`src/rtl/lfdm_pkg.sv`:
```
// ----------------------------------------------------------------------------
// lfdm_pkg: shared types, constants and functions
// Field widths, register indexes, the steering pattern table, the duty
// reciprocal table and the per-wheel decode helpers.
// ----------------------------------------------------------------------------
package lfdm_pkg;

    localparam int PERIOD_W   = 16;
    localparam int SPEED_W    = 8;
    localparam int SENSOR_W   = 8;
    localparam int DIRECT_W   = 9;
    localparam int WHEEL_W    = 10;   // cruise (0..255) plus offset (-180..30)
    localparam int PCT_W      = 7;    // clamped magnitude 5..100
    localparam int RECIP_FRAC = 23;   // 2^23 > 100 * 65535 keeps the scaling exact
    localparam int RECIP_W    = 24;
    localparam int RECIP_N    = 2 ** PCT_W;

    localparam int S_DATA_W   = 40;   // 34 payload bits padded to whole bytes
    localparam int M_DATA_W   = 4 * PERIOD_W;
    localparam int M_USER_W   = 4;
    localparam int CFG_ADDR_W = 1;
    localparam int CFG_DATA_W = PERIOD_W;

    typedef enum logic [CFG_ADDR_W-1:0] {
        REG_PWM_PERIOD   = 1'b0,
        REG_CRUISE_SPEED = 1'b1
    } cfg_reg_t;

    localparam logic CMD_STEER  = 1'b0;
    localparam logic CMD_DIRECT = 1'b1;

    localparam logic [PERIOD_W-1:0] PWM_PERIOD_RST   = 16'd2000;
    localparam logic [SPEED_W-1:0]  CRUISE_SPEED_RST = 8'd80;

    localparam int FULL_PCT = 100;
    localparam int MIN_PCT  = 5;

    // one step of the reciprocal table: 2^RECIP_FRAC split into quotient and
    // remainder by the full-scale percentage
    localparam longint RECIP_Q = (longint'(1) << RECIP_FRAC) / FULL_PCT;
    localparam longint RECIP_R = (longint'(1) << RECIP_FRAC) % FULL_PCT;

    // sensor patterns
    localparam logic [SENSOR_W-1:0] PAT_CENTER_REAR  = 8'he7;
    localparam logic [SENSOR_W-1:0] PAT_CENTER_FRONT = 8'h77;
    localparam logic [SENSOR_W-1:0] PAT_EF = 8'hef;
    localparam logic [SENSOR_W-1:0] PAT_F7 = 8'hf7;
    localparam logic [SENSOR_W-1:0] PAT_CF = 8'hcf;
    localparam logic [SENSOR_W-1:0] PAT_DF = 8'hdf;
    localparam logic [SENSOR_W-1:0] PAT_9F = 8'h9f;
    localparam logic [SENSOR_W-1:0] PAT_8F = 8'h8f;
    localparam logic [SENSOR_W-1:0] PAT_BF = 8'hbf;
    localparam logic [SENSOR_W-1:0] PAT_1F = 8'h1f;
    localparam logic [SENSOR_W-1:0] PAT_7F = 8'h7f;
    localparam logic [SENSOR_W-1:0] PAT_3F = 8'h3f;
    localparam logic [SENSOR_W-1:0] PAT_F3 = 8'hf3;
    localparam logic [SENSOR_W-1:0] PAT_FB = 8'hfb;
    localparam logic [SENSOR_W-1:0] PAT_F1 = 8'hf1;
    localparam logic [SENSOR_W-1:0] PAT_F9 = 8'hf9;
    localparam logic [SENSOR_W-1:0] PAT_F8 = 8'hf8;
    localparam logic [SENSOR_W-1:0] PAT_FD = 8'hfd;
    localparam logic [SENSOR_W-1:0] PAT_FE = 8'hfe;
    localparam logic [SENSOR_W-1:0] PAT_FC = 8'hfc;

    // steering offsets
    localparam logic signed [DIRECT_W-1:0] OFS_ZERO   = 9'sd0;
    localparam logic signed [DIRECT_W-1:0] OFS_UP30   = 9'sd30;
    localparam logic signed [DIRECT_W-1:0] OFS_DN60   = -9'sd60;
    localparam logic signed [DIRECT_W-1:0] OFS_DN80   = -9'sd80;
    localparam logic signed [DIRECT_W-1:0] OFS_DN130  = -9'sd130;
    localparam logic signed [DIRECT_W-1:0] OFS_DN150  = -9'sd150;
    localparam logic signed [DIRECT_W-1:0] OFS_DN180  = -9'sd180;

    typedef struct packed {
        logic [DIRECT_W-1:0] dl;
        logic [DIRECT_W-1:0] dr;
    } steer_ofs_t;

    typedef struct packed {
        logic [PCT_W-1:0] mag;
        logic             zero;
        logic             neg;
    } wheel_cmd_t;

    typedef struct packed {
        logic [PERIOD_W-1:0] cval;
        logic                inv;
    } chan_out_t;

    typedef logic [RECIP_W-1:0] recip_tbl_t [0:RECIP_N-1];

    // ceil(m * 2^RECIP_FRAC / 100), so period * entry >> RECIP_FRAC is
    // floor(period * m / 100) for every 16-bit period; quotient and
    // remainder advance one step per entry
    function automatic recip_tbl_t build_recip();
        recip_tbl_t t;
        longint     q;
        longint     r;
        q = 0;
        r = 0;
        for (int i = 0; i < RECIP_N; i++) begin
            if (i <= FULL_PCT) begin
                t[i] = RECIP_W'(q + ((r != 0) ? longint'(1) : longint'(0)));
            end else begin
                t[i] = '0;
            end
            q = q + RECIP_Q;
            r = r + RECIP_R;
            if (r >= longint'(FULL_PCT)) begin
                q = q + 1;
                r = r - longint'(FULL_PCT);
            end
        end
        return t;
    endfunction

    localparam recip_tbl_t RECIP_TBL = build_recip();

    // first matching pattern wins
    function automatic steer_ofs_t steer_offsets(input logic [SENSOR_W-1:0] front,
                                                 input logic [SENSOR_W-1:0] rear);
        steer_ofs_t o;
        o.dl = OFS_ZERO;
        o.dr = OFS_ZERO;
        priority if (rear == PAT_CENTER_REAR && front == PAT_CENTER_FRONT) begin
            o.dl = OFS_ZERO;  o.dr = OFS_ZERO;
        end else if (rear == PAT_EF) begin
            o.dl = OFS_DN60;  o.dr = OFS_UP30;
        end else if (rear == PAT_F7) begin
            o.dl = OFS_UP30;  o.dr = OFS_DN60;
        end else if (rear == PAT_CF || rear == PAT_DF) begin
            o.dl = OFS_DN80;  o.dr = OFS_UP30;
        end else if (rear == PAT_9F || rear == PAT_8F) begin
            o.dl = OFS_DN130; o.dr = OFS_ZERO;
        end else if (rear == PAT_BF || rear == PAT_1F) begin
            o.dl = OFS_DN150; o.dr = OFS_ZERO;
        end else if (rear == PAT_7F || rear == PAT_3F) begin
            o.dl = OFS_DN180; o.dr = OFS_ZERO;
        end else if (rear == PAT_F3 || rear == PAT_FB) begin
            o.dl = OFS_UP30;  o.dr = OFS_DN80;
        end else if (rear == PAT_F1 || rear == PAT_F9) begin
            o.dl = OFS_ZERO;  o.dr = OFS_DN130;
        end else if (rear == PAT_F8 || rear == PAT_FD) begin
            o.dl = OFS_ZERO;  o.dr = OFS_DN150;
        end else if (rear == PAT_FE || rear == PAT_FC) begin
            o.dl = OFS_ZERO;  o.dr = OFS_DN180;
        end else begin
            o.dl = OFS_ZERO;  o.dr = OFS_ZERO;
        end
        return o;
    endfunction

    // magnitude clamped to 5..100 with saturation, plus sign and brake flags
    function automatic wheel_cmd_t wheel_decode(input logic [WHEEL_W-1:0] s);
        wheel_cmd_t          w;
        logic [WHEEL_W-1:0]  a;
        a      = s[WHEEL_W-1] ? (~s + WHEEL_W'(1)) : s;
        w.neg  = s[WHEEL_W-1];
        w.zero = (s == '0);
        if (a > WHEEL_W'(FULL_PCT)) begin
            w.mag = PCT_W'(FULL_PCT);
        end else if (a < WHEEL_W'(MIN_PCT)) begin
            w.mag = PCT_W'(MIN_PCT);
        end else begin
            w.mag = a[PCT_W-1:0];
        end
        return w;
    endfunction

    // a zero compare value flips to the inverting output at full period
    function automatic chan_out_t chan_out(input logic [PERIOD_W-1:0] cmp,
                                           input logic [PERIOD_W-1:0] period);
        chan_out_t c;
        c.inv  = (cmp == '0);
        c.cval = c.inv ? period : cmp;
        return c;
    endfunction

endpackage

```
`src/rtl/line_follow_dual_motor_pwm.sv`:
```
// ----------------------------------------------------------------------------
// line_follow_dual_motor_pwm: dual motor PWM compare generator
// Turns line-sensor patterns or a direct signed speed pair into forward and
// reverse compare values and invert flags for the left and right wheels.
// ----------------------------------------------------------------------------
//
//  Channel  | Direction | Contents
//  ---------+-----------+-----------------------------------------------------
//  s_axis   | in        | one command: sensor bytes or a direct speed pair
//  m_axis   | out       | one result: four compare values, four invert flags
//  cfg      | in        | register writes: pwm_period, cruise_speed
//
//  One item per clock while m_axis accepts; each item is registered in the front
//  stage and then in the output stage. The output stage holds one 16x24 multiply
//  per wheel (period times a reciprocal table entry), which sets the clock period.
//  Reset clears both pipeline valids and restores pwm_period and cruise_speed.
//  A stalled m_axis holds its result; the front stage keeps accepting until
//  it too is full.
//
module line_follow_dual_motor_pwm (
    input  logic                                aclk,
    input  logic                                aresetn,

    input  logic                                s_axis_tvalid,
    output logic                                s_axis_tready,
    // front_sensors[7:0], rear_sensors[15:8], direct_left[24:16],
    // direct_right[33:25], zero pad [39:34]
    input  logic [lfdm_pkg::S_DATA_W-1:0]       s_axis_tdata,
    // command[0]
    input  logic [0:0]                          s_axis_tuser,

    output logic                                m_axis_tvalid,
    input  logic                                m_axis_tready,
    // left_fwd_compare[15:0], left_rev_compare[31:16],
    // right_fwd_compare[47:32], right_rev_compare[63:48]
    output logic [lfdm_pkg::M_DATA_W-1:0]       m_axis_tdata,
    // left_fwd_invert[0], left_rev_invert[1], right_fwd_invert[2],
    // right_rev_invert[3]
    output logic [lfdm_pkg::M_USER_W-1:0]       m_axis_tuser,

    input  logic                                cfg_wr_en,
    input  logic [lfdm_pkg::CFG_ADDR_W-1:0]     cfg_addr,
    input  logic [lfdm_pkg::CFG_DATA_W-1:0]     cfg_wdata
);
    import lfdm_pkg::*;

    // configuration
    logic [PERIOD_W-1:0]  period_reg;
    logic [SPEED_W-1:0]   cruise_reg;

    // front stage: decoded wheel commands
    logic                 st1_valid_reg;
    wheel_cmd_t           st1_left_reg,  st1_left_next;
    wheel_cmd_t           st1_right_reg, st1_right_next;

    // output stage
    logic                 m_valid_reg;
    logic [M_DATA_W-1:0]  m_data_reg, m_data_next;
    logic [M_USER_W-1:0]  m_user_reg, m_user_next;

    logic                 out_ready;
    logic                 s_xfer;

    // input unpacking
    logic [SENSOR_W-1:0]  front_sensors;
    logic [SENSOR_W-1:0]  rear_sensors;
    logic [DIRECT_W-1:0]  direct_left;
    logic [DIRECT_W-1:0]  direct_right;
    steer_ofs_t           ofs;
    logic [WHEEL_W-1:0]   cruise_ext;
    logic [WHEEL_W-1:0]   left_speed;
    logic [WHEEL_W-1:0]   right_speed;

    // output-stage arithmetic
    logic [PERIOD_W+RECIP_W-1:0] left_prod,  right_prod;
    logic [PERIOD_W-1:0]         left_duty,  right_duty;
    chan_out_t                   lf_out, lr_out, rf_out, rr_out;

    // advance the output stage when it is empty or its transfer completes;
    // the front stage moves whenever the output stage can take its item
    assign out_ready     = !m_valid_reg || m_axis_tready;
    assign s_axis_tready = !st1_valid_reg || out_ready;
    assign s_xfer        = s_axis_tvalid && s_axis_tready;

    assign m_axis_tvalid = m_valid_reg;
    assign m_axis_tdata  = m_data_reg;
    assign m_axis_tuser  = m_user_reg;

    // ---------------- front stage: steer, select, clamp ----------------
    assign front_sensors = s_axis_tdata[SENSOR_W-1:0];
    assign rear_sensors  = s_axis_tdata[2*SENSOR_W-1:SENSOR_W];
    assign direct_left   = s_axis_tdata[2*SENSOR_W+DIRECT_W-1:2*SENSOR_W];
    assign direct_right  = s_axis_tdata[2*SENSOR_W+2*DIRECT_W-1:2*SENSOR_W+DIRECT_W];

    assign ofs        = steer_offsets(front_sensors, rear_sensors);
    assign cruise_ext = {{(WHEEL_W-SPEED_W){1'b0}}, cruise_reg};

    always_comb begin
        if (s_axis_tuser[0] == CMD_DIRECT) begin
            // sign-extend the direct pair
            left_speed  = {{(WHEEL_W-DIRECT_W){direct_left[DIRECT_W-1]}},  direct_left};
            right_speed = {{(WHEEL_W-DIRECT_W){direct_right[DIRECT_W-1]}}, direct_right};
        end else begin
            // cruise speed plus the signed offset; 10 bits hold -180..285
            left_speed  = cruise_ext + {{(WHEEL_W-DIRECT_W){ofs.dl[DIRECT_W-1]}}, ofs.dl};
            right_speed = cruise_ext + {{(WHEEL_W-DIRECT_W){ofs.dr[DIRECT_W-1]}}, ofs.dr};
        end
        st1_left_next  = wheel_decode(left_speed);
        st1_right_next = wheel_decode(right_speed);
    end

    // ---------------- output stage: scale and map to channels ----------------
    // period * m / 100 via the reciprocal table, exact after the shift
    assign left_prod  = (PERIOD_W+RECIP_W)'(period_reg) *
                        (PERIOD_W+RECIP_W)'(RECIP_TBL[st1_left_reg.mag]);
    assign right_prod = (PERIOD_W+RECIP_W)'(period_reg) *
                        (PERIOD_W+RECIP_W)'(RECIP_TBL[st1_right_reg.mag]);

    always_comb begin
        // brake drives both channels at the full period
        left_duty  = st1_left_reg.zero  ? period_reg : left_prod[RECIP_FRAC +: PERIOD_W];
        right_duty = st1_right_reg.zero ? period_reg : right_prod[RECIP_FRAC +: PERIOD_W];

        // forward carries the duty unless reversing; reverse only when
        // reversing or braking
        lf_out = chan_out(st1_left_reg.neg ? '0 : left_duty, period_reg);
        lr_out = chan_out((st1_left_reg.neg || st1_left_reg.zero) ? left_duty : '0,
                          period_reg);
        rf_out = chan_out(st1_right_reg.neg ? '0 : right_duty, period_reg);
        rr_out = chan_out((st1_right_reg.neg || st1_right_reg.zero) ? right_duty : '0,
                          period_reg);

        m_data_next = {rr_out.cval, rf_out.cval, lr_out.cval, lf_out.cval};
        m_user_next = {rr_out.inv, rf_out.inv, lr_out.inv, lf_out.inv};
    end

    // ---------------- control and configuration ----------------
    always_ff @(posedge aclk) begin
        if (!aresetn) begin
            st1_valid_reg <= 1'b0;
            m_valid_reg   <= 1'b0;
            period_reg    <= PWM_PERIOD_RST;
            cruise_reg    <= CRUISE_SPEED_RST;
        end else begin
            if (s_axis_tready) begin
                st1_valid_reg <= s_axis_tvalid;
            end
            if (out_ready) begin
                m_valid_reg <= st1_valid_reg;
            end
            if (cfg_wr_en) begin
                unique case (cfg_reg_t'(cfg_addr))
                    REG_PWM_PERIOD:   period_reg <= cfg_wdata[PERIOD_W-1:0];
                    REG_CRUISE_SPEED: cruise_reg <= cfg_wdata[SPEED_W-1:0];
                    default: ;
                endcase
            end
        end
    end

    // ---------------- payload ----------------
    always_ff @(posedge aclk) begin
        if (s_xfer) begin
            st1_left_reg  <= st1_left_next;
            st1_right_reg <= st1_right_next;
        end
        if (out_ready && st1_valid_reg) begin
            m_data_reg <= m_data_next;
            m_user_reg <= m_user_next;
        end
    end

endmodule

```
`config.mk`:
```
export PLATFORM = sky130hd
export DESIGN_NAME = line_follow_dual_motor_pwm
export DESIGN_NICKNAME = d
export VERILOG_FILES = /design/src/rtl/lfdm_pkg.sv /design/src/rtl/line_follow_dual_motor_pwm.sv
export SDC_FILE = /design/constraint.sdc
export NUM_CORES = 2
export LEC_CHECK = 0
export ABC_AREA = 0
export BUFFER_PORTS_ARGS = -buffer_cell sky130_fd_sc_hd__buf_2
export CORE_UTILIZATION = 40
export DETAILED_ROUTE_END_ITERATION = 10
export PLACE_DENSITY = 0.53
export SYNTH_ARGS = -nofsm -noshare
export SYNTH_HDL_FRONTEND = slang
export SYNTH_SLANG_ARGS = --single-unit
```
`constraint.sdc`:
```
create_clock -name aclk -period 12.96 [get_ports aclk]
set_input_delay 2.592 -clock aclk [delete_from_list [all_inputs] [get_ports aclk]]
set_output_delay 2.592 -clock aclk [all_outputs]
set_load 0.01 [all_outputs]
```
==> reports/metrics.csv <==
stage;metric;value;unit
clock_network;clk_path_buf_depth;2;
timing;finalHoldViolations;0;
run_status;status;completed;
synth;avgSynthCellArea;8.02;um^2
worst_setup_path;critical_path_buf_inv_count;4;
route;routed_via_density;5.71;
place;io_buffers;118;
place;place.gp.congestion;0.904;
clock_network;cts_setup_buffers;0;
worst_setup_path;crit_top_cell;fa_1;
route;ant_nets;0;
timing;setup_viol;0;
place;place_hpwl;90400;um
floorplan;die_area;92600;um^2
timing;slew_violations;0;
timing;relSlewSlack;0.217;
synth;seq_area_frac_synth;0.0849;
floorplan;core.rowCount;110;
cells_and_area;instances_no_fill;5643;
clock_network;cts-buffers-inserted;9;
global_routing;grt_usage;0.268;
route;wl;122000;um
route;drt_iter0_markers;2396;
clock_network;clkSinkCount;112;
synth;synth_cell_types;103;
synth;yosys_warnings;0;
cells_and_area;largest_reg_flops;64;
cells_and_area;final_common_cell;nand2_1;
global_routing;grt_first_pass_wirelength;193000;um
cells_and_area;area_growth;5.13;%
floorplan;die_w;304;um
worst_setup_path;crit_type;reg2reg;
timing;period_needed;11.33;ns
clock_network;cts_max_level;3;
flow_run;maxCapViolations;0;
timing;worstMarginPinSlew;1.18;ns
timing;rsz0062_at_grt;false;
cells_and_area;diodes;0;
floorplan;die_y;304;um
route;vias;32200;
synth;synth-seq-cells;112;
cells_and_area;fillers;9357;
clock_network;ctsHoldBuffers;0;
synth;synth_flop_cell;edfxtp_1;
cells_and_area;final_nets;5395;
cells_and_area;multi_input_area;29600;um^2
cells_and_area;final_util;0.425;
timing;min_period_over_period;0.874;
worst_setup_path;worstPathMaxFanout;19;
worst_setup_path;cp.required;13.18;ns
route;drc_errors;0;
cells_and_area;drive_above_1_share;0.0651;
floorplan;io_pins;133;
route;dr.pass1.iters;6;
worst_setup_path;cpMaxStageDelayCell;edfxtp_1;
global_routing;antenna_found_initial;3;
clock_network;clock-root-buffer;clkbuf_16;
synth;synth-async-reset-ratio;0;
worst_setup_path;endpoint_kind;register;
timing;worst_slack;1.63;ns
synth;netlist_instances;4555;
worst_setup_path;start_kind;register;
cells_and_area;final_cell_mix;nand2_1 (757), inv_1 (750), fa_1 (610);
global_routing;grt_pass1_vias;32800;
synth;synthesis.nets;5488;
global_routing;overflow;0;
place;pre_cts_ws;1.86;ns
clock_network;cts.reportedPaths.clkPinSlew;0.09;ns
worst_setup_path;crit_arrival;11.55;ns
clock_network;insertion_delay;0.41;ns
clock_network;cts_tree;built;
floorplan;start_util;0.405;
cells_and_area;ff_latch_area;3120;um^2
worst_setup_path;max_stage_delay;0.84;ns
synth;syn_area;36500;um^2
route;wl_per_cell;21.6;um
timing;finalSetupTns;0;ns
floorplan;core;90300;um^2
place;dp.cells;5627;
timing;max_freq;88.3;MHz
worst_setup_path;cp_top_family;compound AO/OA/AOI/OAI gates;
worst_hold_path;hold_class;reg2reg;
synth;synth-edff-count;86;
clock_network;cts-resized-gates;0;
timing;fin_skew;0.0161;ns
global_routing;grt_max_degree;94;
[through the flow]
stage / hold slack, ns / area (um^2)
after floorplan: 0.439 / 36500
after global placement: 0.448 / 38100
after detailed placement: 0.454 / 38100
after CTS: 0.466 / 38400
after global routing: 0.481 / 38400
final: 0.463 / 38400
[cell families (layout without fill, tap and decap cells)]
group,Yosys count,in the layout,synth area share
adders and majority gates,872,872,0.424
buffers and inverters,1046,958,0.109
DFF,112,112,0.0849
and+or+nand+nor,1503,1503,0.191
AOI/OAI and AO/OA,926,926,0.165
xor gates and xnor gates,51,51,0.0126
muxes,45,45,0.0148
[path summary, 6_finish.rpt]
kind	depth (start not counted)	slack, ns	end	from
min reg2reg	2	0.46	period_reg[2]$_SDFFE_PN0P_	period_reg[2]$_SDFFE_PN0P_
max reg2reg	31	1.63	m_axis_tdata[49]$_DFFE_PP_	st1_right_reg[2]$_SDFFCE_PP0P_
min	2	0.46	period_reg[2]$_SDFFE_PN0P_	period_reg[2]$_SDFFE_PN0P_
max	31	1.63	m_axis_tdata[49]$_DFFE_PP_	st1_right_reg[2]$_SDFFCE_PP0P_
[synthesized netlist by cell type (12+ instances only)]
cell type | instances | area [um^2]
a221oi_1 | 17 | 149
o221ai_1 | 12 | 105
o21ai_0 | 212 | 1060
dfxtp_1 | 26 | 521
o21bai_1 | 18 | 135
or3_1 | 18 | 113
nor2b_1 | 28 | 175
nor2_1 | 200 | 751
o211ai_1 | 29 | 218
mux2i_1 | 29 | 290
a31oi_1 | 36 | 225
ha_1 | 260 | 3250
nand2b_1 | 26 | 163
or2_2 | 12 | 75.1
inv_1 | 750 | 2820
edfxtp_1 | 86 | 2580
clkbuf_1 | 251 | 942
and2_1 | 243 | 1520
nand2_1 | 757 | 2840
a211oi_1 | 50 | 375
o21a_1 | 21 | 158
xor2_1 | 13 | 114
nor3_1 | 48 | 240
nor4_1 | 18 | 113
nand4_1 | 36 | 225
fa_1 | 610 | 12200
and3_1 | 21 | 131
xnor2_1 | 37 | 324
nand3_1 | 54 | 270
a22o_1 | 28 | 245
a21boi_0 | 29 | 218
o31ai_1 | 13 | 97.6
a21oi_1 | 258 | 1290
o22ai_1 | 20 | 125
buf_1 | 28 | 105
a21o_1 | 57 | 428
[metal layers]
metal,wire length [um],GRT usage,part of all wire
met3,6540,0.0276,0.054
met4,3720,0.0790,0.030
met2,59000,0.458,0.48
met5,13,0,0.00011
met1,52900,0.356,0.43
[layout make-up]
| type | instances | area share |
|---|---|---|
| Multi-Input combinational cell | 3397 | 0.769 |
| Sequential cell | 112 | 0.0813 |
| Inverter | 751 | 0.0734 |
| Tap cell | 1176 | 0.0383 |
| Timing Repair Buffer | 191 | 0.0296 |
| Clock buffer | 9 | 0.00586 |
| Clock inverter | 7 | 0.00212 |
[worst register-to-register path: cells and delay by family, from the launching register on]
kind	cells	cell delay, ns
AND/OR/NAND/NOR	4	1.26
AO/OA/AOI/OAI	14	4.15
adder cells (fa/ha/maj)	8	4.14
buffers and inverters	4	0.59
multiplexers	1	0.18
flip-flops	1	0.84
Power is not shown: default switching activity piles up to over one toggle a cycle in this logic, so the estimate is an artifact.
